### src/rtl/load_based_frequency_governor_macros.svh
// ---------------------------------------------------------------------------
// load_based_frequency_governor_macros.svh
// assertion macros shared by the governor modules
// ---------------------------------------------------------------------------
`ifndef LOAD_BASED_FREQUENCY_GOVERNOR_MACROS_SVH
`define LOAD_BASED_FREQUENCY_GOVERNOR_MACROS_SVH

// same-cycle implication, off during reset
`define LBFG_ASSERT_IMP(lbl, clk, rst, ante, cons, msg) \
  lbl: assert property (@(posedge clk) disable iff (rst) (ante) |-> (cons)) \
    else $error(msg);

// next-cycle implication, off during reset
`define LBFG_ASSERT_NXT(lbl, clk, rst, ante, cons, msg) \
  lbl: assert property (@(posedge clk) disable iff (rst) (ante) |=> (cons)) \
    else $error(msg);

// invariant that holds at every edge out of reset
`define LBFG_ASSERT_ALWAYS(lbl, clk, rst, cond, msg) \
  lbl: assert property (@(posedge clk) disable iff (rst) (cond)) \
    else $error(msg);

`endif

### src/rtl/lbfg_pkg.sv
// ---------------------------------------------------------------------------
// lbfg_pkg
// shared types, constants and constant dividers of the frequency governor
// ---------------------------------------------------------------------------
package lbfg_pkg;

  // field widths
  localparam int TIME_W = 64;
  localparam int FREQ_W = 24;
  localparam int LOAD_W = 7;
  localparam int DLY_W  = 5;
  localparam int ADDR_W = 5;
  localparam int DATA_W = 32;
  localparam int NUM_W  = TIME_W + LOAD_W;

  // governor constants
  localparam logic [2:0]        HOLD_LIMIT = 3'd5;
  localparam logic [7:0]        HEAT_LIMIT = 8'd20;
  localparam logic [7:0]        HEAT_MAX   = 8'd255;
  localparam logic [LOAD_W-1:0] LOAD_SCALE = 7'd100;
  localparam logic [LOAD_W-1:0] CAP_PCT    = 7'd95;
  localparam logic [DLY_W-1:0]  DELAY_FAST = 5'd10;
  localparam logic [DLY_W-1:0]  DELAY_SLOW = 5'd20;

  // one step per bit of the load scale, used by both the multiply and divide
  localparam logic [2:0] LAST_STEP = 3'd6;

  // reciprocals: ceil(2^38/100) exact below 2^31, ceil(2^24/5) exact below 2^22
  localparam logic [31:0] RECIP100 = 32'd2748779070;
  localparam logic [21:0] RECIP5   = 22'd3355444;

  // register reset values
  localparam logic [LOAD_W-1:0] BIG_TARGET_RST    = 7'd80;
  localparam logic [LOAD_W-1:0] LITTLE_TARGET_RST = 7'd90;
  localparam logic [LOAD_W-1:0] FAST_RAMP_RST     = 7'd90;

  // register indexes (byte address / 4)
  typedef enum logic [2:0] {
    REG_BIG_TARGET    = 3'd0,
    REG_LITTLE_TARGET = 3'd1,
    REG_FAST_RAMP     = 3'd2,
    REG_LIMIT_MAX     = 3'd3,
    REG_LIMIT_MIN     = 3'd4,
    REG_HW_MAX        = 3'd5,
    REG_HW_MIN        = 3'd6
  } reg_idx_t;

  // controller states
  typedef enum logic [9:0] {
    S_IDLE  = 10'b00_0000_0001,
    S_DIFF  = 10'b00_0000_0010,
    S_CHECK = 10'b00_0000_0100,
    S_MUL   = 10'b00_0000_1000,
    S_DIV   = 10'b00_0001_0000,
    S_CLASS = 10'b00_0010_0000,
    S_PROD  = 10'b00_0100_0000,
    S_QUOT  = 10'b00_1000_0000,
    S_PICK  = 10'b01_0000_0000,
    S_OUT   = 10'b10_0000_0000
  } state_t;

  // configuration seen by the datapath
  typedef struct packed {
    logic [LOAD_W-1:0] big_target;
    logic [LOAD_W-1:0] little_target;
    logic [LOAD_W-1:0] fast_ramp;
    logic [FREQ_W-1:0] lim_max;
    logic [FREQ_W-1:0] lim_min;
    logic [FREQ_W-1:0] hw_max;
    logic [FREQ_W-1:0] hw_min;
  } cfg_t;

  // controller to datapath
  typedef struct packed {
    logic       capture;
    logic       diff;
    logic       check;
    logic       mul;
    logic       div;
    logic       classify;
    logic       prod;
    logic       quot;
    logic       pick;
    logic       commit;
    logic [2:0] step;
  } cmd_t;

  // datapath to controller
  typedef struct packed {
    logic has_prior;
    logic out_free;
  } status_t;

  // floor(x / 100) for x below 2^31
  function automatic logic [24:0] div100(input logic [30:0] x);
    logic [62:0] p;
    p = {32'd0, x} * {31'd0, RECIP100};
    return p[62:38];
  endfunction

  // floor(x / 20) = floor(floor(x / 4) / 5)
  function automatic logic [19:0] div20(input logic [FREQ_W-1:0] x);
    logic [43:0] p;
    p = {22'd0, x[23:2]} * {22'd0, RECIP5};
    return p[43:24];
  endfunction

endpackage

### src/rtl/lbfg_ctrl.sv
// ---------------------------------------------------------------------------
// lbfg_ctrl
// sequencer that walks one sample through the datapath steps
// ---------------------------------------------------------------------------
`include "load_based_frequency_governor_macros.svh"

module lbfg_ctrl (
  input  logic              clk,
  input  logic              rst,
  input  logic              in_valid,
  output logic              in_ready,
  input  lbfg_pkg::status_t status,
  output lbfg_pkg::cmd_t    cmd
);

  lbfg_pkg::state_t state, state_next;
  logic [2:0]       step, step_next;
  logic             last;

  assign last     = (step == lbfg_pkg::LAST_STEP);
  assign in_ready = (state == lbfg_pkg::S_IDLE);

  // state and step counter
  always_ff @(posedge clk) begin
    if (rst) begin
      state <= lbfg_pkg::S_IDLE;
      step  <= '0;
    end else begin
      state <= state_next;
      step  <= step_next;
    end
  end

  // next state
  always_comb begin
    state_next = state;
    step_next  = '0;
    unique case (state)
      lbfg_pkg::S_IDLE: begin
        if (in_valid) begin
          state_next = status.has_prior ? lbfg_pkg::S_DIFF : lbfg_pkg::S_OUT;
        end
      end
      lbfg_pkg::S_DIFF:  state_next = lbfg_pkg::S_CHECK;
      lbfg_pkg::S_CHECK: state_next = lbfg_pkg::S_MUL;
      lbfg_pkg::S_MUL: begin
        if (last) begin
          state_next = lbfg_pkg::S_DIV;
        end else begin
          step_next = step + 3'd1;
        end
      end
      lbfg_pkg::S_DIV: begin
        if (last) begin
          state_next = lbfg_pkg::S_CLASS;
        end else begin
          step_next = step + 3'd1;
        end
      end
      lbfg_pkg::S_CLASS: state_next = lbfg_pkg::S_PROD;
      lbfg_pkg::S_PROD:  state_next = lbfg_pkg::S_QUOT;
      lbfg_pkg::S_QUOT:  state_next = lbfg_pkg::S_PICK;
      lbfg_pkg::S_PICK:  state_next = lbfg_pkg::S_OUT;
      lbfg_pkg::S_OUT: begin
        if (status.out_free) begin
          state_next = lbfg_pkg::S_IDLE;
        end
      end
      default: state_next = lbfg_pkg::S_IDLE;
    endcase
  end

  // commands
  always_comb begin
    cmd          = '0;
    cmd.capture  = (state == lbfg_pkg::S_IDLE) && in_valid;
    cmd.diff     = (state == lbfg_pkg::S_DIFF);
    cmd.check    = (state == lbfg_pkg::S_CHECK);
    cmd.mul      = (state == lbfg_pkg::S_MUL);
    cmd.div      = (state == lbfg_pkg::S_DIV);
    cmd.classify = (state == lbfg_pkg::S_CLASS);
    cmd.prod     = (state == lbfg_pkg::S_PROD);
    cmd.quot     = (state == lbfg_pkg::S_QUOT);
    cmd.pick     = (state == lbfg_pkg::S_PICK);
    cmd.commit   = (state == lbfg_pkg::S_OUT) && status.out_free;
    cmd.step     = step;
  end

  // checks
  `LBFG_ASSERT_NXT(a_primed_goes_diff, clk, rst,
    in_valid && in_ready && status.has_prior, state == lbfg_pkg::S_DIFF,
    "sample after priming did not start the load computation")
  `LBFG_ASSERT_NXT(a_div_ends, clk, rst,
    state == lbfg_pkg::S_DIV && last, state == lbfg_pkg::S_CLASS,
    "divide did not finish after seven steps")
  `LBFG_ASSERT_IMP(a_commit_free, clk, rst,
    cmd.commit, status.out_free,
    "result committed while output register held an item")

endmodule

### config.mk
export PLATFORM = sky130hd
export DESIGN_NAME = lbfg_ctrl
export DESIGN_NICKNAME = d
export VERILOG_FILES = /design/src/rtl/lbfg_pkg.sv /design/src/rtl/lbfg_ctrl.sv
export VERILOG_INCLUDE_DIRS = /design/src /design/src/rtl
export SDC_FILE = /design/constraint.sdc
export NUM_CORES = 1
export LEC_CHECK = 0
export ABC_AREA = 1
export BUFFER_PORTS_ARGS = -buffer_cell sky130_fd_sc_hd__clkbuf_2
export CORE_UTILIZATION = 47
export DETAILED_ROUTE_END_ITERATION = 10
export GPL_TIMING_DRIVEN = 0
export PLACE_DENSITY = 0.74
export SETUP_SLACK_MARGIN = 0.5
export SLEW_MARGIN = 10
export SYNTH_ARGS = -nofsm -noshare
export SYNTH_HDL_FRONTEND = slang
export SYNTH_SLANG_ARGS = --single-unit
export TNS_END_PERCENT = 20
### constraint.sdc
create_clock -name clk -period 1.1 [get_ports clk]
set_input_delay 0.22 -clock clk [delete_from_list [all_inputs] [get_ports clk]]
set_output_delay 0.22 -clock clk [all_outputs]
set_load 0.01 [all_outputs]
# ---- Word-level counts from Yosys, hierarchy flattened
# Cells that the tools add are included.
dict set report op_classes {
  reduce_logical 5
  mux 6
  n_eq_ne 15
  n_bitwise 1
  addsub 1
}
# op count
set ops {}
lappend ops {{$pmux 10 s10} 1}
lappend ops {{$mux 10} 5}
lappend ops {{$eq 10x1->1 const B} 1}
lappend ops {{$eq 10x10->1 const B} 1}
lappend ops {{$eq 10x2->1 const B} 1}
lappend ops {{$eq 10x3->1 const B} 1}
lappend ops {{$eq 10x4->1 const B} 1}
lappend ops {{$eq 10x5->1 const B} 1}
lappend ops {{$eq 10x6->1 const B} 1}
lappend ops {{$eq 10x7->1 const B} 1}
lappend ops {{$eq 10x8->1 const B} 1}
lappend ops {{$eq 10x9->1 const B} 1}
lappend ops {{$ne 2x1->1 const B} 2}
lappend ops {{$ne 2x2->1 const B} 2}
lappend ops {{$reduce_and 4->1} 1}
lappend ops {{$add 3x1->3 const B} 1}
lappend ops {{$eq 3x3->1 const B} 1}
lappend ops {{$reduce_or 3->1} 1}
lappend ops {{$logic_and 1x1->1} 2}
lappend ops {{$reduce_or 2->1} 1}
lappend ops {{$not 1->1} 1}
dict set report totals {
  regBits 13
  wordCells 30
  out_inout_bits 14
  input_bits 5
}

# ---- Longest topological paths before layout
dict set report logic_depth {
  ltp_word 4
  ltp_mapped 10
  depth_no_buf 10
}

# ---- Worst setup path before layout
# No wires, ideal clock.
dict set report synth_path {
  path_kind {register to register}
  startpoint {register state[6]}
  endpoint {register state[4]}
  arrival_ps 1103
  required_time_ps 986
  setup_time_ps 114
  path_slack_ps -117
  stages_incl_launch_ff 11
  path_buffers 0
  period_less_slack_ps 1217
  cell_sequence {dfxtp_1 -> nor2_2 -> nand2_2 -> nor2_2 -> nand2_1 -> nand2_2 -> nand2_2 -> nand2_4 -> nand2_1 -> nand2_1 -> nor2_2}
}
dict set report synth_between {
  elab_chain_cells 3
  elab_cells_between_ends 16
  cone_classes {eq/ne (14); mux (1); reduce/logical (1)}
}
# element line
set synth_lines {}
lappend synth_lines {{start, declared} lbfg_ctrl.sv:16} ;# lbfg_pkg::state_t state, state_next;
lappend synth_lines {{start signal, assigned} lbfg_ctrl.sv:26} ;# state <= lbfg_pkg::S_IDLE;
lappend synth_lines {{start signal, assigned} lbfg_ctrl.sv:29} ;# state <= state_next;
lappend synth_lines {{$eq 10x4->1, or another cell as far along} lbfg_ctrl.sv:38} ;# unique case (state)
lappend synth_lines {{$ne 2x1->1 (no line) / $ne 2x2->1 (equally long branches)} --}
lappend synth_lines {{$reduce_and 4->1 (no line)} --}
# Parallel ways exist; a longest one is shown, timed or not.
# A chain may end at the register's enable or synchronous reset.

==> results.json <==
{
  "synth-simple-area-share": 0.4743,
  "dr_total_vias": 847,
  "worstSetupPathType": "reg -> out",
  "tightest_slew_ps": 322.8,
  "yosys_most_used_dff": "dfxtp_1",
  "fin_util": 0.6747,
  "crit_fanout": 3,
  "required_ps": 880,
  "synth_area_per_cell_um2": 6.265,
  "insertion_delay_ps": 280,
  "cts_tree": "done",
  "ys_top_cells_by_area": "dfxtp_1, inv_1, nand2_1",
  "final_cells": 190,
  "yosysTopAreaCell": "dfxtp_1",
  "grt_pass1_vias": 712,
  "htree_num_levels": 1,
  "syn-instance-count": 136,
  "finalSetupViolCount": 24,
  "cts-buffers-inserted": 3,
  "initial_core_util": 0.4989,
  "yosysSeqAreaShare": 0.3054,
  "worst_slack_ps": -475.6,
  "ctsHoldBuffers": 0,
  "p_leak_nw": 0.7012,
  "synthToLayoutAreaGrowth_pct": 35.24,
  "status": "finished with violations",
  "dieWidth_um": 44.58,
  "core_region_area_mm2": 0.001708,
  "drv_cap": 0,
  "violations": "negative setup slack",
  "drive_gt1_frac": 0.4242,
  "wl_per_cell_um": 9.789,
  "tns_ps": -7955,
  "cp-start-kind": "flop",
  "synthesis.nets": 143,
  "skew_ps": 3.535,
  "crit_path_end_kind": "primary output",
  "grt_pass1_wl_mm": 2.953,
  "io_buffer_count": 18,
  "synth_top_family_by_area": "simple AND/OR/NAND/NOR gates",
  "drt_pass1_iterations": 4,
  "cts-root-buf": "clkbuf_4",
  "arrival_ps": 1360,
  "power.density_mw_per_mm2": 2439,
  "antenna_found_initial": 0,
  "place_ws_ps": -249.4,
  "globalRouteTotalUtil": 0.2013,
  "synth-edff-count": 0,
  "drtAntennaViolNets": 0,
  "vdd_drop_max_mv": 1.329,
  "routed_wl_mm": 1.860,
  "synthTopCellsByCount": "inv_1, nand2_1, nor2_1, dfxtp_1, nand3_1",
  "dieHeight_um": 44.58,
  "clk_pin_slew_ps": 80,
  "drc": 0,
  "dp_hpwl_mm": 1.344,
  "timing.final.crit_share": 1.432,
  "synth_most_common_cell": "inv_1",
  "synthAdderAreaFrac": 0.02937,
  "synth_compound_area_frac": 0.01468,
  "place.gp.congestion": 0.8022,
  "nets": 173,
  "relSlewSlack": 0.7835,
  "cts.path.max_buffers": 2,
  "vias_per_cell": 4.458,
  "hp-class": "in -> reg",
  "num_antenna_cells": 0,
  "grt_setup_unrepaired": "yes",
  "ys_ff_latch": 13,
  "synth.area.mux_share": 0,
  "grt_max_degree": 11,
  "fin_crit_ps": 1576,
  "finalHoldViolations": 0,
  "fmax_ghz": 0.6347,
  "synth_xor_area_frac": 0.01028,
  "slew_viol_final": 0,
  "fp-row-count": 15,
  "yosysTopAreaCellShare": 0.3054,
  "synth.distinct_cells": 17,
  "ys_warn_count": 0,
  "first_iter_violations": 25,
  "ios": 19,
  "dieArea_mm2": 0.001987,
  "cts.sink_count": 13,
  "syn-cell-area_um2": 852.1,
  "dp_cells": 179,
  "grt-ovfl-total": 0,
  "async_reset_ff_frac": 0
}
[cell families (layout without fill, tap and decap cells)]
group	after synthesis	in the layout
and+or+nand+nor	81	81
buffers and inverters	37	66
AOI/OAI and AO/OA	2	2
adders and majority gates	2	2
DFF	13	13
xor gates and xnor gates	1	1
[final cells by class]
type / instances / area, µm²
multi-input cells: 86 / 521.8
inverters: 37 / 141.4
well taps: 25 / 31.28
flip-flops and latches: 13 / 272.8
repair buffers: 25 / 158.9
fillers: 157 / 555.5
clock buffers: 4 / 26.28
[report_power, final]
part | switching (mW) | total, mW | internal (mW) | leakage [nW]
combinational | 1.09 | 1.84 | 0.750 | 0.577
clock | 0.162 | 0.303 | 0.141 | 0.0150
sequential | 0.0910 | 0.669 | 0.578 | 0.109
total | 1.34 | 2.81 | 1.47 | 0.701
[flip-flops by register name, summed over array words and instances (netlist names)]
register	flops
step	3
state	10
[critical path, cell delays in order (launching register included)]
cell and delay, ps:
dfxtp_4 360, nor2_4 140, nand2_4 90, nor2_4 140, nand2_2 90, nor2_2 110
buf_2 140
[metal layers]
metal / vias up / wire length (µm) / GRT usage
met5: - / 0 / 0
met4: 0 / 44 / 0.07273
met3: 5 / 66 / 0.02449
met2: 22 / 881 / 0.3147
met1: 367 / 868 / 0.2836
li1: 453 / - / -
[repair_timing]
item,CTS,global route
endpoints found under the setup margin,27,27
pin swaps,13,1
gates resized for setup,18,9
buffers inserted,7,0
[per-stage QoR]
| step | hold slack (ps) | power [mW] | area [µm²] |
|---|---|---|---|
| after global placement | 400.5 | 2.040 | 996.0 |
| final | 97.58 | 2.811 | 1152 |
| after global routing | 108.6 | 3.023 | 1152 |
| after floorplan | 289.1 | 1.794 | 874.6 |
| after detailed placement | 403.4 | 2.083 | 996.0 |
| after CTS | 99.00 | 2.698 | 1131 |
[placed cells by master (no fill, tap or decap), drive strengths merged]
master   n
buf     11
clkinv   1
inv     36
o21bai   1
nand3   14
ha       2
dfxtp   13
xnor2    1
a21oi    1
nand2   35
clkbuf  18
nor2    32
[worst paths after layout]
path,slack [ps],start,to,cells past startpoint
setup / recovery,-480,state[4]$_SDFFE_PP0P_,cmd[12],6
hold / removal,100,rst,state[9]$_SDFFE_PP0P_,2
setup reg to reg,-330,state[9]$_SDFFE_PP0P_,state[2]$_SDFFE_PP0P_,11
hold reg to reg,470,step[0]$_SDFF_PP0_,step[0]$_SDFF_PP0_,1
(Power assumes the default switching activity.)
