### config.mk
export PLATFORM = sky130hd
export DESIGN_NAME = lbfg_regs
export DESIGN_NICKNAME = d
export VERILOG_FILES = /design/src/rtl/load_based_frequency_governor_macros.svh /design/src/rtl/lbfg_pkg.sv /design/src/rtl/lbfg_regs.sv
export SDC_FILE = /design/constraint.sdc
export NUM_CORES = 1
export LEC_CHECK = 0
export BUFFER_PORTS_ARGS = -buffer_cell sky130_fd_sc_hd__clkbuf_2
export CORE_ASPECT_RATIO = 1.25
export CORE_MARGIN = 2
export CORE_UTILIZATION = 36
export CTS_BUF_LIST = sky130_fd_sc_hd__clkbuf_4
export DETAILED_ROUTE_END_ITERATION = 7
export PLACE_DENSITY = 0.64
export SETUP_SLACK_MARGIN = 0.02
export SYNTH_ARGS = -nofsm -noshare
export SYNTH_HDL_FRONTEND = slang
export SYNTH_SLANG_ARGS = --single-unit
### constraint.sdc
create_clock -name clk -period 1.6 [get_ports clk]
set_clock_uncertainty 0.15 [all_clocks]
set_input_delay 0.24 -clock clk [delete_from_list [all_inputs] [get_ports clk]]
set_output_delay 0.24 -clock clk [all_outputs]
set_load 0.02 [all_outputs]
### src/rtl/load_based_frequency_governor_macros.svh
// ---------------------------------------------------------------------------
// load_based_frequency_governor_macros.svh
// assertion macros shared by the governor modules
// ---------------------------------------------------------------------------
`ifndef LOAD_BASED_FREQUENCY_GOVERNOR_MACROS_SVH
`define LOAD_BASED_FREQUENCY_GOVERNOR_MACROS_SVH

// same-cycle implication, off during reset
`define LBFG_ASSERT_IMP(lbl, clk, rst, ante, cons, msg) \
  lbl: assert property (@(posedge clk) disable iff (rst) (ante) |-> (cons)) \
    else $error(msg);

// next-cycle implication, off during reset
`define LBFG_ASSERT_NXT(lbl, clk, rst, ante, cons, msg) \
  lbl: assert property (@(posedge clk) disable iff (rst) (ante) |=> (cons)) \
    else $error(msg);

// invariant that holds at every edge out of reset
`define LBFG_ASSERT_ALWAYS(lbl, clk, rst, cond, msg) \
  lbl: assert property (@(posedge clk) disable iff (rst) (cond)) \
    else $error(msg);

`endif

### src/rtl/lbfg_pkg.sv
// ---------------------------------------------------------------------------
// lbfg_pkg
// shared types, constants and constant dividers of the frequency governor
// ---------------------------------------------------------------------------
package lbfg_pkg;

  // field widths
  localparam int TIME_W = 64;
  localparam int FREQ_W = 24;
  localparam int LOAD_W = 7;
  localparam int DLY_W  = 5;
  localparam int ADDR_W = 5;
  localparam int DATA_W = 32;
  localparam int NUM_W  = TIME_W + LOAD_W;

  // governor constants
  localparam logic [2:0]        HOLD_LIMIT = 3'd5;
  localparam logic [7:0]        HEAT_LIMIT = 8'd20;
  localparam logic [7:0]        HEAT_MAX   = 8'd255;
  localparam logic [LOAD_W-1:0] LOAD_SCALE = 7'd100;
  localparam logic [LOAD_W-1:0] CAP_PCT    = 7'd95;
  localparam logic [DLY_W-1:0]  DELAY_FAST = 5'd10;
  localparam logic [DLY_W-1:0]  DELAY_SLOW = 5'd20;

  // one step per bit of the load scale, used by both the multiply and divide
  localparam logic [2:0] LAST_STEP = 3'd6;

  // reciprocals: ceil(2^38/100) exact below 2^31, ceil(2^24/5) exact below 2^22
  localparam logic [31:0] RECIP100 = 32'd2748779070;
  localparam logic [21:0] RECIP5   = 22'd3355444;

  // register reset values
  localparam logic [LOAD_W-1:0] BIG_TARGET_RST    = 7'd80;
  localparam logic [LOAD_W-1:0] LITTLE_TARGET_RST = 7'd90;
  localparam logic [LOAD_W-1:0] FAST_RAMP_RST     = 7'd90;

  // register indexes (byte address / 4)
  typedef enum logic [2:0] {
    REG_BIG_TARGET    = 3'd0,
    REG_LITTLE_TARGET = 3'd1,
    REG_FAST_RAMP     = 3'd2,
    REG_LIMIT_MAX     = 3'd3,
    REG_LIMIT_MIN     = 3'd4,
    REG_HW_MAX        = 3'd5,
    REG_HW_MIN        = 3'd6
  } reg_idx_t;

  // controller states
  typedef enum logic [9:0] {
    S_IDLE  = 10'b00_0000_0001,
    S_DIFF  = 10'b00_0000_0010,
    S_CHECK = 10'b00_0000_0100,
    S_MUL   = 10'b00_0000_1000,
    S_DIV   = 10'b00_0001_0000,
    S_CLASS = 10'b00_0010_0000,
    S_PROD  = 10'b00_0100_0000,
    S_QUOT  = 10'b00_1000_0000,
    S_PICK  = 10'b01_0000_0000,
    S_OUT   = 10'b10_0000_0000
  } state_t;

  // configuration seen by the datapath
  typedef struct packed {
    logic [LOAD_W-1:0] big_target;
    logic [LOAD_W-1:0] little_target;
    logic [LOAD_W-1:0] fast_ramp;
    logic [FREQ_W-1:0] lim_max;
    logic [FREQ_W-1:0] lim_min;
    logic [FREQ_W-1:0] hw_max;
    logic [FREQ_W-1:0] hw_min;
  } cfg_t;

  // controller to datapath
  typedef struct packed {
    logic       capture;
    logic       diff;
    logic       check;
    logic       mul;
    logic       div;
    logic       classify;
    logic       prod;
    logic       quot;
    logic       pick;
    logic       commit;
    logic [2:0] step;
  } cmd_t;

  // datapath to controller
  typedef struct packed {
    logic has_prior;
    logic out_free;
  } status_t;

  // floor(x / 100) for x below 2^31
  function automatic logic [24:0] div100(input logic [30:0] x);
    logic [62:0] p;
    p = {32'd0, x} * {31'd0, RECIP100};
    return p[62:38];
  endfunction

  // floor(x / 20) = floor(floor(x / 4) / 5)
  function automatic logic [19:0] div20(input logic [FREQ_W-1:0] x);
    logic [43:0] p;
    p = {22'd0, x[23:2]} * {22'd0, RECIP5};
    return p[43:24];
  endfunction

endpackage

### src/rtl/lbfg_regs.sv
// ---------------------------------------------------------------------------
// lbfg_regs
// configuration registers behind a simple APB-style port
// ---------------------------------------------------------------------------
module lbfg_regs (
  input  logic                          clk,
  input  logic                          rst,
  input  logic                          psel,
  input  logic                          penable,
  input  logic                          pwrite,
  input  logic [lbfg_pkg::ADDR_W-1:0]   paddr,
  input  logic [lbfg_pkg::DATA_W-1:0]   pwdata,
  output logic [lbfg_pkg::DATA_W-1:0]   prdata,
  output logic                          pready,
  output lbfg_pkg::cfg_t                cfg
);

  lbfg_pkg::reg_idx_t idx;
  logic               wr_en;

  assign idx    = lbfg_pkg::reg_idx_t'(paddr[4:2]);
  assign wr_en  = psel && penable && pwrite;
  assign pready = 1'b1;

  // register writes
  always_ff @(posedge clk) begin
    if (rst) begin
      cfg.big_target    <= lbfg_pkg::BIG_TARGET_RST;
      cfg.little_target <= lbfg_pkg::LITTLE_TARGET_RST;
      cfg.fast_ramp     <= lbfg_pkg::FAST_RAMP_RST;
      cfg.lim_max       <= '0;
      cfg.lim_min       <= '0;
      cfg.hw_max        <= '0;
      cfg.hw_min        <= '0;
    end else if (wr_en) begin
      unique case (idx)
        lbfg_pkg::REG_BIG_TARGET:    cfg.big_target    <= pwdata[6:0];
        lbfg_pkg::REG_LITTLE_TARGET: cfg.little_target <= pwdata[6:0];
        lbfg_pkg::REG_FAST_RAMP:     cfg.fast_ramp     <= pwdata[6:0];
        lbfg_pkg::REG_LIMIT_MAX:     cfg.lim_max       <= pwdata[23:0];
        lbfg_pkg::REG_LIMIT_MIN:     cfg.lim_min       <= pwdata[23:0];
        lbfg_pkg::REG_HW_MAX:        cfg.hw_max        <= pwdata[23:0];
        lbfg_pkg::REG_HW_MIN:        cfg.hw_min        <= pwdata[23:0];
        default: begin
        end
      endcase
    end
  end

  // read mux
  always_comb begin
    unique case (idx)
      lbfg_pkg::REG_BIG_TARGET:    prdata = {25'd0, cfg.big_target};
      lbfg_pkg::REG_LITTLE_TARGET: prdata = {25'd0, cfg.little_target};
      lbfg_pkg::REG_FAST_RAMP:     prdata = {25'd0, cfg.fast_ramp};
      lbfg_pkg::REG_LIMIT_MAX:     prdata = {8'd0, cfg.lim_max};
      lbfg_pkg::REG_LIMIT_MIN:     prdata = {8'd0, cfg.lim_min};
      lbfg_pkg::REG_HW_MAX:        prdata = {8'd0, cfg.hw_max};
      lbfg_pkg::REG_HW_MIN:        prdata = {8'd0, cfg.hw_min};
      default:                     prdata = '0;
    endcase
  end

endmodule

; Yosys cells after proc, flatten, opt, wreduce, memory -nomap -nowiden
; Cells that the tools add are included.
[totals]
memories = 0
regBits = 117
romBits = 0
latchBits = 0
out_inout_bits = 150
input_bits = 42
mem_bits_rw = 0
[op_classes]
n_mul = 0
reduce_logical = 10
mux = 1
order_cmp = 0
n_div = 0
addsub = 0
shifts = 0
bitwise = 0
n_eq_ne = 6
[op_table]
columns = operator, count
row1 = $pmux 24 s7, 1
row2 = $reduce_and 2->1, 7
row3 = $eq 3x3->1 const B, 3
row4 = $eq 3x2->1 const B, 2
row5 = $eq 3x1->1 const B, 1
row6 = $logic_not 3->1, 1
row7 = $logic_and 1x1->1, 2

; Depth between registers and ports, before layout
; Gate-level depths: netlist (run 1).
[depth]
word_depth = 3
depth_mapped = 6

; Worst setup path after synthesis (run 1)
; OpenSTA, ideal clock, no wires.
[synth_path]
kind = input port to output port
start = input port paddr[3] (netlist name)
end = output port prdata[0] (netlist name)
n_path_buf = 1
t_arrival_ns = 1.365
path_stages = 4
setup_slack_ns = -0.155
path_cell_list = nand2b_1 -> buf_2 -> o221a_2 -> a221oi_1
[synth_via]
elab_chain_cells = 2
word_cells_on_any_way = 8
classes_between = 6 x eq/ne / 1 x mux / 1 x reduce/logical
[synth_lines]
columns = item, line_no
row1 = from (decl), lbfg_regs.sv:11  ; input logic [lbfg_pkg::ADDR_W-1:0] paddr,
row2 = $eq 3x3->1 (tied with other cells), lbfg_regs.sv:52  ; unique case (idx)
row3 = $pmux 24 s7 *, lbfg_regs.sv:52
row4 = to (decl), lbfg_regs.sv:13  ; output logic [lbfg_pkg::DATA_W-1:0] prdata,
; Mark *: on every way between the ends. The rest lies on a longest branch, timed or not.

; Final worst setup path (run 1)
[layout_path]
start = register cfg[76] (netlist name)
end = output port prdata[4] (netlist name)
[layout_via]
elab_chain_cells = 1
[layout_lines]
columns = item, line_no
row1 = from (decl), lbfg_regs.sv:15  ; output lbfg_pkg::cfg_t cfg
row2 = $pmux 24 s7, lbfg_regs.sv:52
; No other way between the ends.

==> results.py, run 1 <==
metrics = {
    "floorplan": {
        "coreArea_mm2": 0.0156,
        "dieHeight_um": 145,
        "die_x_um": 117,
        "die_area_mm2": 0.0169,
        "num_rows": 51,
        "initial_core_util_pct": 36.7,
        "io_pins": 192,
    },
    "logic_synthesis": {
        "syn-cell-area_mm2": 0.00571,
        "synth_top_cell_by_area": "dfxtp_1",
        "synthTopCellsByArea": "dfxtp_1, mux2i_1, nand2b_1",
        "synth_cells": 582,
        "yosysWarnings": 0,
        "synth_area_per_cell_um2": 9.81,
        "yosysMostFrequentCell": "mux2i_1",
        "synth_cell_types": 32,
        "synthTopCellsByCount": "mux2i_1, dfxtp_1, nand2b_1",
        "synthFlopType": "dfxtp_1",
        "synth_edf_count": 0,
        "async_flop_share_pct": 0,
        "ys_seq_elements": 117,
        "ys_seq_area_share_pct": 41.0,
        "synth_top_area_share_pct": 41.0,
    },
    "final_layout": {
        "fin_nets": 895,
        "top_regs": "cfg (117)",
        "top_register": "cfg",
        "largest_reg_flops": 117,
        "fin_util_pct": 55.6,
        "final_cell_count_no_fill": 1077,
        "drive_gt1_share_pct": 46.3,
        "syn2layout_area_growth_pct": 51.5,
    },
    "worst_setup_path": {
        "cp-start-kind": "register",
        "cp.required_ps": 1210,
        "crit_type": "register to primary output",
        "path_buf_inv": 1,
        "cp.arrival_ps": 1740,
        "crit_cells": 3,
        "path_cells": "mux4_2, mux2_4, buf_6",
        "r2r_cells": 5,
        "cp_max_fo": 2,
        "cp_top_family": "multiplexers",
        "endpoint_kind": "primary output",
        "critPathMaxStageDelay_ps": 470,
        "crit_slowest_cell": "mux4_2",
    },
    "timing": {
        "final_max_slew_viol_count": 0,
        "grt_setup_unrepaired": "true",
        "fmax_mhz": 470,
        "finalHoldViolCount": 0,
        "period_needed_ps": 2130,
        "fin_ws_ps": -528,
        "setup_viol": 24,
        "finalCritPeriodShare_pct": 133,
    },
    "place": {
        "post-dp-hpwl_mm": 12.2,
        "gp_congestion": 0.809,
        "dpl.cell_count": 981,
        "portBuffers": 172,
    },
    "clocking": {
        "clkTransAtPathRegs_ps": 100,
        "cts_tree": "done",
        "cts_sinks": 117,
        "cts_buffers": 17,
        "clk_latency_ps": 520,
        "htree_levels": 4,
        "cts_buffer_depth": 2,
        "cts_root_buf": "clkbuf_4",
    },
    "run_status": {
        "outcome": "finished with violations",
        "violations": "setup timing",
    },
    "flow_run": {
        "max_cap_viol_count": 0,
    },
    "global_route": {
        "antenna_found_initial": 1,
        "grt_overflow": 0,
        "grt_max_degree": 71,
        "first_global_vias": 5335,
        "grt_pass1_wl_mm": 27.5,
        "grt_usage_pct": 21.3,
    },
    "route": {
        "wl_per_cell_um": 16.5,
        "totalWireLength_mm": 17.8,
        "ant_nets": 0,
        "drt_first_iter_violations": 265,
        "vias_per_cell": 4.84,
        "drtPass1Iterations": 4,
        "drc_errors": 0,
        "vias": 5213,
    },
    "power_and_ir_drop": {
        "power_leakage_nw": 4.10,
        "power_density_mw_per_mm2": 653,
        "vdd_drop_max_mv": 0.475,
    },
    "hold_path": {
        "min_path_cells": 5,
        "hold_class": "input port to register",
    },
}
## cell usage in the layout (no fill, tap or decap), types with 4 or more instances in the layout
cell           netlist  final
mux2i_1            125    124
nand2b_1           110    110
buf_4               11     97
clkbuf_2             0     94
dfxtp_2              0     68
dfxtp_1            117     48
buf_6                9     48
o21ai_0             46     46
nor2b_1             26     25
dlygate4sd3_1        0     25
buf_8                2     21
clkbuf_4             0     18
nand3_1             17     17
nand2_1             17     17
o211ai_1            17     17
nor2_1              16     16
buf_12               0     13
conb_1               2      9
clkinv_2             0      5
a221oi_2             0      4
## report_power, final
part           internal [mW]  leakage, nW  total (mW)  switching, mW
sequential              2.93        0.970        2.95         0.0161
clock                  0.900        0.134        2.00           1.10
combinational          0.338         2.99       0.708          0.370
total                   4.17         4.10        5.65           1.48
## per-layer routing
metal	track usage [%]	routed length [um]	vias to the layer above
met5	0	0	-
met4	8.54	379	0
met3	5.46	941	27
met2	36.9	8970	171
met1	25.2	7520	2482
li1	-	-	2533
## repair_timing
item,4_1_cts,5_1_grt
hold buffers,25,0
resized for setup,139,161
pin swaps,15,2
endpoints found under the hold margin,113,0
buffers inserted,36,14
endpoints found under the setup margin,43,76
## stage by stage
step           power (mW)  TNS [ps]  hold WS [ps]  cell area (um^2)  worst slack, ps
6_report             5.65     -4250           147              8650             -528
5_1_grt              5.89     -6710           110              8650             -614
4_1_cts              5.70     -6020          86.7              8330             -596
3_5_place_dp         3.61    -22210           335              7180             -250
3_3_place_gp         3.61    -16590           322              7180             -218
2_1_floorplan        3.39     -44.7           261              5780            -44.7
## cell type report
class,instances,area [um^2]
multi-input combinational,411,3090
sequential,117,2430
tap,212,265
fill,1407,6920
inverter,4,15.0
clock inverter,12,115
timing repair buffer,302,2590
antenna,1,2.50
clock buffer,18,135
## worst register-to-register path: stages (launching register included)
cell     delay [ps]
dfxtp_2         340
buf_6           110
buf_6           110
nor2b_1         120
o21ai_0          70
o21ai_1          80
## path summary, 6_finish.rpt
path	endpoint	start	slack, ps
setup reg to reg	cfg[27]	cfg[27]	520
hold reg to reg	cfg[17]	cfg[17]	340
hold / removal	cfg[34]	penable	150
setup / recovery	prdata[4]	cfg[76]	-530
## cells by family (layout without fill, tap and decap cells)
kind of cell	count (synthesis)	count (layout)	share of synthesized area [%]
muxes	131	131	23.7
AOI/OAI and AO/OA	76	76	8.30
other	2	10	0.132
and+or+nand+nor	195	195	20.4
buffers and inverters	61	336	6.51
DFF	117	117	41.0
Power figures use the tool's default switching activity.
==> run 2, diff against run 1 <==
--- a/config.mk
+++ b/config.mk
@@ -6,8 +6,7 @@
 export NUM_CORES = 1
 export LEC_CHECK = 0
 export BUFFER_PORTS_ARGS = -buffer_cell sky130_fd_sc_hd__clkbuf_2
-export CORE_ASPECT_RATIO = 1.25
-export CORE_MARGIN = 2
+export CORE_ASPECT_RATIO = 1.5
 export CORE_UTILIZATION = 36
 export CTS_BUF_LIST = sky130_fd_sc_hd__clkbuf_4
 export DETAILED_ROUTE_END_ITERATION = 7
==> constraint.sdc (replaced) <==
create_clock -name clk -period 1.6 [get_ports clk]
set_clock_uncertainty 0.15 [all_clocks]
set_input_delay 0.24 -clock clk [delete_from_list [all_inputs] [get_ports clk]]
set_output_delay 0.24 -clock clk [all_outputs]
set_load 0.005 [all_outputs]
==> run 2 against run 1 <==
The flow still finishes with violations (setup timing). Worst hold slack worse by 100 ps. Die area down 3.0%. Critical path type unchanged. Non-clock buffer count down 6. Sequential share of layout area up 1.4 points. First-iteration DRC count down 16%. Register-to-register slack better by 60 ps. Critical path depth unchanged. Worst setup slack better by 51 ps. Routed wire length down 1.5%. Combinational power down 9.0%. Core utilization down 3.1 points.
==> results.py, run 2 (synthesized netlist as in run 1, its figures left out) <==
metrics = {
    "floorplan": {
        "io_pins": 192,
        "dieHeight_um": 156,
        "initial_core_util_pct": 36.7,
        "die_area_mm2": 0.0164,
        "coreArea_mm2": 0.0156,
        "die_x_um": 105,
        "num_rows": 56,
    },
    "worst_setup_path": {
        "cp_max_fo": 2,
        "endpoint_kind": "primary output",
        "path_cells": "mux4_2, mux2_2, clkbuf_2",
        "crit_type": "register to primary output",
        "critPathMaxStageDelay_ps": 470,
        "cp.arrival_ps": 1690,
        "crit_slowest_cell": "mux4_2",
        "cp.required_ps": 1210,
        "cp-start-kind": "register",
    },
    "timing": {
        "fin_ws_ps": -477,
        "fmax_mhz": 481,
        "fin_hold_ws_ps": 46.4,
        "setup_viol": 20,
        "period_needed_ps": 2080,
        "finalCritPeriodShare_pct": 130,
        "grt_setup_unrepaired": "true",
        "finalHoldViolCount": 0,
        "final_max_slew_viol_count": 0,
    },
    "route": {
        "ant_nets": 0,
        "drtPass1Iterations": 4,
        "wl_per_cell_um": 16.5,
        "drt_first_iter_violations": 223,
        "drc_errors": 0,
        "vias_per_cell": 4.82,
        "vias": 5120,
        "totalWireLength_mm": 17.5,
    },
    "clocking": {
        "cts_buffer_depth": 2,
        "clk_latency_ps": 490,
        "htree_levels": 4,
        "cts_sinks": 117,
        "clkTransAtPathRegs_ps": 100,
        "cts_root_buf": "clkbuf_4",
        "cts_buffers": 17,
        "cts_tree": "done",
    },
    "power_and_ir_drop": {
        "vdd_drop_max_mv": 0.410,
        "p_total_mw": 5.78,
        "power_leakage_nw": 3.99,
        "power_density_mw_per_mm2": 708,
    },
    "final_layout": {
        "drive_gt1_share_pct": 44.7,
        "largest_reg_flops": 117,
        "syn2layout_area_growth_pct": 43.1,
        "top_regs": "cfg (117)",
        "stdcell_area_mm2": 0.00817,
        "fin_nets": 889,
        "top_register": "cfg",
        "mostFrequentLayoutCell": "clkbuf_2",
        "final_cell_mix": "clkbuf_2, mux2i_1, nand2b_1",
    },
    "place": {
        "portBuffers": 172,
        "post-dp-hpwl_mm": 11.7,
        "gp_congestion": 0.782,
        "postPlaceCellArea_mm2": 0.00708,
    },
    "global_route": {
        "antenna_found_initial": 1,
        "grt_usage_pct": 21.5,
        "first_global_vias": 5130,
        "grt_max_degree": 33,
        "grt_overflow": 0,
        "grt_pass1_wl_mm": 27.2,
    },
    "hold_path": {
        "hold_class": "input port to register",
    },
    "run_status": {
        "outcome": "finished with violations",
        "violations": "setup timing",
    },
    "flow_run": {
        "max_cap_viol_count": 0,
    },
}
==> run 2: area by class of cell <==
cell class,instances,area (um^2)
clock inverter,12,138
antenna,1,2.50
sequential,117,2410
fill,1485,7390
inverter,4,15.0
timing repair buffer,296,2110
multi-input combinational,411,3090
tap,203,254
clock buffer,19,143
==> run 2: worst paths after layout <==
| path | from | endpoint | slack (ps) | cells after the start |
|---|---|---|---|---|
| max | cfg[76] | prdata[4] | -480 | 3 |
| min | pwdata[5] | cfg[108] | 50 | 3 |
| max reg2reg | cfg[24] | cfg[24] | 580 | 4 |
| min reg2reg | cfg[69] | cfg[69] | 340 | 2 |
==> run 2: critical path: cells and delay by family, from the launching register on <==
family	cells	cell delay, ps
mux	2	740
buf+inv	1	110
flops	1	340
==> run 2: stage by stage <==
step	util (%)	cells	worst slack [ps]	setup TNS, ps
2_1_floorplan	-	589	-8.61	-8.61
3_3_place_gp	45.5	961	-178	-11280
3_5_place_dp	45.5	961	-183	-14120
4_1_cts	52.3	1058	-538	-4460
5_1_grt	52.5	1063	-571	-5430
6_report	52.5	1063	-477	-2740
==> run 2: per-layer routing <==
metal	vias to the layer above	wire [um]	global-route usage, %
li1	2515	-	-
met1	2439	6950	23.6
met2	148	9490	40.5
met3	18	719	4.50
met4	0	389	7.85
met5	-	0	0
==> run 2: where the power goes <==
group	internal [mW]	total (mW)	switching [mW]
Clock	1.09	2.19	1.10
Combinational	0.332	0.644	0.312
Sequential	2.93	2.95	0.0168
Total	4.35	5.78	1.43
==> run 2: what timing repair did <==
action	CTS	global route
gates cloned	3	0
endpoints found under the setup margin	24	24
hold buffers	24	0
gates resized for setup	71	31
setup buffers	39	6
hold endpoints to repair	106	0
pin swaps	10	9
